**src/rtl/lpmrt_pkg.sv**
```systemverilog
// shared constants, types and helpers for the route table
package lpmrt_pkg;

    // table geometry
    localparam int MAX_ROUTES = 256;
    localparam int ADDR_W     = (MAX_ROUTES > 1) ? $clog2(MAX_ROUTES) : 1;
    localparam int CNT_W      = $clog2(MAX_ROUTES + 1);

    // field widths
    localparam int IP_W   = 32;
    localparam int LEN_W  = 6;
    localparam int PORT_W = 4;
    localparam int ENTRY_W = IP_W + LEN_W + IP_W + PORT_W;

    // longest legal prefix length
    localparam logic [LEN_W-1:0] MAX_LEN = LEN_W'(IP_W);

    // item command codes
    localparam logic CMD_ADD    = 1'b0;
    localparam logic CMD_LOOKUP = 1'b1;

    // controller states
    typedef enum logic [2:0] {
        ST_IDLE,
        ST_ADD,
        ST_SCAN,
        ST_DRAIN,
        ST_DONE
    } t_state;

    // controller to datapath
    typedef struct packed {
        logic load;
        logic write;
        logic rd_en;
        logic push;
    } t_cmd;

    // datapath to controller
    typedef struct packed {
        logic in_lookup;
        logic empty;
        logic scan_last;
        logic out_free;
    } t_status;

    // clamp a prefix length to the address width
    function automatic logic [LEN_W-1:0] sat_len(input logic [LEN_W-1:0] len);
        return (len > MAX_LEN) ? MAX_LEN : len;
    endfunction

    // network mask for a prefix length of 0..32
    function automatic logic [IP_W-1:0] len_mask(input logic [LEN_W-1:0] len);
        return ~({IP_W{1'b1}} >> len);
    endfunction

endpackage

```
**src/rtl/lpmrt_ctrl.sv**
```systemverilog
// sequencing state machine for adds and lookup scans
module lpmrt_ctrl (
    input  logic              i_clk,
    input  logic              i_rst_n,
    input  logic              i_in_valid,
    input  lpmrt_pkg::t_status i_status,
    output lpmrt_pkg::t_cmd   o_cmd,
    output logic              o_in_stall
);
    import lpmrt_pkg::*;

    t_state r_state;
    t_state n_state;

    // state register
    always_ff @(posedge i_clk) begin
        if (!i_rst_n) begin
            r_state <= ST_IDLE;
        end else begin
            r_state <= n_state;
        end
    end

    // next state and commands
    always_comb begin
        n_state    = r_state;
        o_cmd      = '0;
        o_in_stall = 1'b1;
        case (r_state)
            ST_IDLE: begin
                o_in_stall = 1'b0;
                if (i_in_valid) begin
                    o_cmd.load = 1'b1;
                    if (!i_status.in_lookup) begin
                        n_state = ST_ADD;
                    end else if (i_status.empty) begin
                        n_state = ST_DONE;
                    end else begin
                        n_state = ST_SCAN;
                    end
                end
            end
            ST_ADD: begin
                o_cmd.write = 1'b1;
                n_state     = ST_DONE;
            end
            ST_SCAN: begin
                o_cmd.rd_en = 1'b1;
                if (i_status.scan_last) begin
                    n_state = ST_DRAIN;
                end
            end
            ST_DRAIN: begin
                // last entry read is compared in this cycle
                n_state = ST_DONE;
            end
            ST_DONE: begin
                if (i_status.out_free) begin
                    o_cmd.push = 1'b1;
                    n_state    = ST_IDLE;
                end
            end
            default: begin
                n_state = ST_IDLE;
            end
        endcase
    end

endmodule

```
**config.mk**
```make
export PLATFORM = sky130hd
export DESIGN_NAME = lpmrt_ctrl
export DESIGN_NICKNAME = d
export VERILOG_FILES = /design/src/rtl/lpmrt_pkg.sv /design/src/rtl/lpmrt_ctrl.sv
export SDC_FILE = /design/constraint.sdc
export NUM_CORES = 1
export LEC_CHECK = 0
export CAP_MARGIN = 20
export CORE_AREA = 2 2 39 41
export DETAILED_ROUTE_END_ITERATION = 6
export DIE_AREA = 0 0 41 43
export DONT_BUFFER_PORTS = 1
export PLACE_DENSITY_LB_ADDON = 0.3
export SETUP_SLACK_MARGIN = 0.02
export SKIP_LAST_GASP = 1
export SYNTH_ARGS = -nofsm -noshare
export SYNTH_HDL_FRONTEND = slang
export SYNTH_SLANG_ARGS = --single-unit
```
**constraint.sdc**
```tcl
create_clock -name i_clk -period 0.96 [get_ports i_clk]
set_clock_uncertainty 0.15 [all_clocks]
set_input_delay 0.288 -clock i_clk [delete_from_list [all_inputs] [get_ports i_clk]]
set_output_delay 0.288 -clock i_clk [all_outputs]
set_load 0.02 [all_outputs]
```
==> results.yml <==
clocking:
  cts_hold_buf: 0
  clk_pin_slew_worst_paths_ns: 0.04
  cts_tree: "done"
  clockBufferDepth: 2
  clock-sinks: 3
  clock_latency_ns: 0.24
  root_buffer: "clkbuf_4"
  cts_buffers: 3
  h-tree-depth: 1
synthesis:
  ys_seq_area_share_pct: 35.0
  syn_area_per_cell_um2: 7.79
  syn_inst: 22
  synth_nets: 29
  synth-seq-cells: 3
  yosysWarningCount: 0
  synth_area_um2: 171
  synthDistinctLibCells: 14
timing:
  slew_headroom_pct: 82.1
  post-route-period-util_pct: 151
  worst_slack_ns: -0.492
  holdWs_ns: 0.0383
  fin_crit_ns: 1.45
  rsz0062_at_grt: "true"
  drv_slew: 0
  setup_viol: 8
  hold_violations: 0
  clock.fmax_mhz: 689
  worst_pin_slew_ns: 0.267
final_layout:
  top_register: "r_state"
  nets: 41
  largest_reg_flops: 3
  stdcell_area_um2: 332
  drive_gt1_share_pct: 66.7
  area_delta_synth_final_pct: 93.4
  largest_registers: "r_state: 3 flops"
  n_antenna_cell: 0
flow_run:
  cap_viol_max_count: 0
critical_path:
  worst_path_max_delay_cell: "dfxtp_4"
  worst_setup_path_end_kind: "output pin"
  crit_type: "reg2out"
  cp_max_fo: 4
  crit_arrival_ns: 1.01
  slowest_delay_ns: 0.36
  cp_cell_sequence: "nor4b_4 > buf_4"
  required_ns: 0.52
  worstSetupStartpointType: "flip-flop"
route:
  ant_nets: 0
  totalWireLength_um: 601
  met3_length_um: 66
  wl_met2_um: 312
  routed_via_density: 4.12
  wl_per_cell_um: 12.3
  met1_length_um: 210
  first_pass_iters: 4
  top_layer: "met4"
  vias: 202
  drt_iter0_drc: 3
  drc: 0
grt:
  antenna_found_initial: 0
  overflow: 0
  grt_use_total_pct: 8.92
  grt_pass1_wl_um: 966
  grt_pass1_vias: 217
  grt_max_degree: 5
pwr:
  leakagePower_nw: 0.129
  irDropWorstVdd_uv: 537
  power_per_cell_area_mw_per_mm2: 1540
  total_power_w: 0.000509
die:
  num_rows: 14
  core_area_mm2: 0.00138
  start_util_pct: 12.4
  die_area_mm2: 0.00176
  die_h_um: 43
  pin_count: 12
  die_width_um: 41
place:
  placed_area_um2: 279
  numPortBuffers: 0
  pre_cts_slack_ns: -0.246
  dp_hpwl_um: 466
  place_congestion: 0.694
status:
  status: "complete, but fails checks"
  failed_checks: "negative setup slack"
hold_path:
  hold_path.class: "in2reg"
-- per-layer routing --
layer	up-vias	GRT usage [%]
met3	2	8.38
met5	-	0
li1	99	-
met1	92	8.95
met4	0	6.00
met2	9	11.3
-- layout make-up --
class,instances,area (um2)
Fill cell,156,1050
Multi-Input combinational cell,17,150
Sequential cell,3,68.8
Timing Repair Buffer,7,56.3
Clock buffer,4,26.3
Tap cell,16,20.0
Inverter,2,10.0
-- where the power goes --
| group | internal (W) | switching (W) | total, W |
|---|---|---|---|
| registers | 0.000132 | 0.0000133 | 0.000146 |
| clock network | 0.000157 | 0.0000789 | 0.000236 |
| logic | 0.0000631 | 0.0000651 | 0.000128 |
-- per-stage QoR --
step,TNS (ns),instances,utilization [%]
after detailed placement,-1.38,44,20.2
after floorplan,-0.897,22,-
final,-2.64,49,24.0
after CTS,-2.76,49,24.0
after global routing,-3.03,49,24.0
after global placement,-1.35,44,20.2
-- worst max-delay path, delay by kind of cell (launching register included) --
kind / cells / cell delay (ns)
buf+inv: 1 / 0.17
flops: 1 / 0.36
simple gates: 1 / 0.24
-- Yosys cell counts (all sizes together) --
cell / count / area, um2
a21boi: 1 / 7.51
a21oi: 2 / 10.0
a22oi: 1 / 7.51
and2: 1 / 7.51
and3: 1 / 6.26
dfxtp: 3 / 60.1
inv: 2 / 7.51
nand2: 2 / 7.51
nand3b: 1 / 7.51
nand4: 1 / 6.26
nor2: 4 / 15.0
nor3: 1 / 5.00
nor4b: 2 / 23.8
-- placed cells by master (no fill, tap or decap) --
cell	instances
buf_4	6
nor2_1	3
clkbuf_4	3
nor4b_4	2
a21oi_1	2
dfxtp_4	2
inv_4	1
nor2_2	1
nand2_2	1
and2_4	1
nor3_4	1
inv_2	1
and3_4	1
nand3b_1	1
nand2_1	1
nand4_1	1
a21boi_1	1
a22oi_1	1
clkbuf_1	1
buf_6	1
dfxtp_2	1
-- what timing repair did --
item,in CTS,in global routing
pin swaps,1,1
buffers inserted,1,0
cloned,0,0
endpoints found under the setup margin,8,8
resized for setup,5,0
-- final timing paths --
kind	start	end	slack [ns]	cells after the start
worst max-delay path	r_state[1]	o_cmd[0]	-0.49	2
worst min-delay path	i_rst_n	r_state[1]	0.04	2
worst max register to register	r_state[1]	r_state[2]	-0.20	4
worst min register to register	r_state[1]	r_state[1]	0.40	2
-- cell families after synthesis --
| logic type | count (synthesis) | share of synthesized area, % |
|---|---|---|
| flip-flops | 3 | 35.0 |
| AND/OR/NAND/NOR | 13 | 46.0 |
| AO/OA/AOI/OAI | 4 | 14.6 |
| buffers and inverters | 2 | 4.38 |
(Power assumes the default switching activity.)
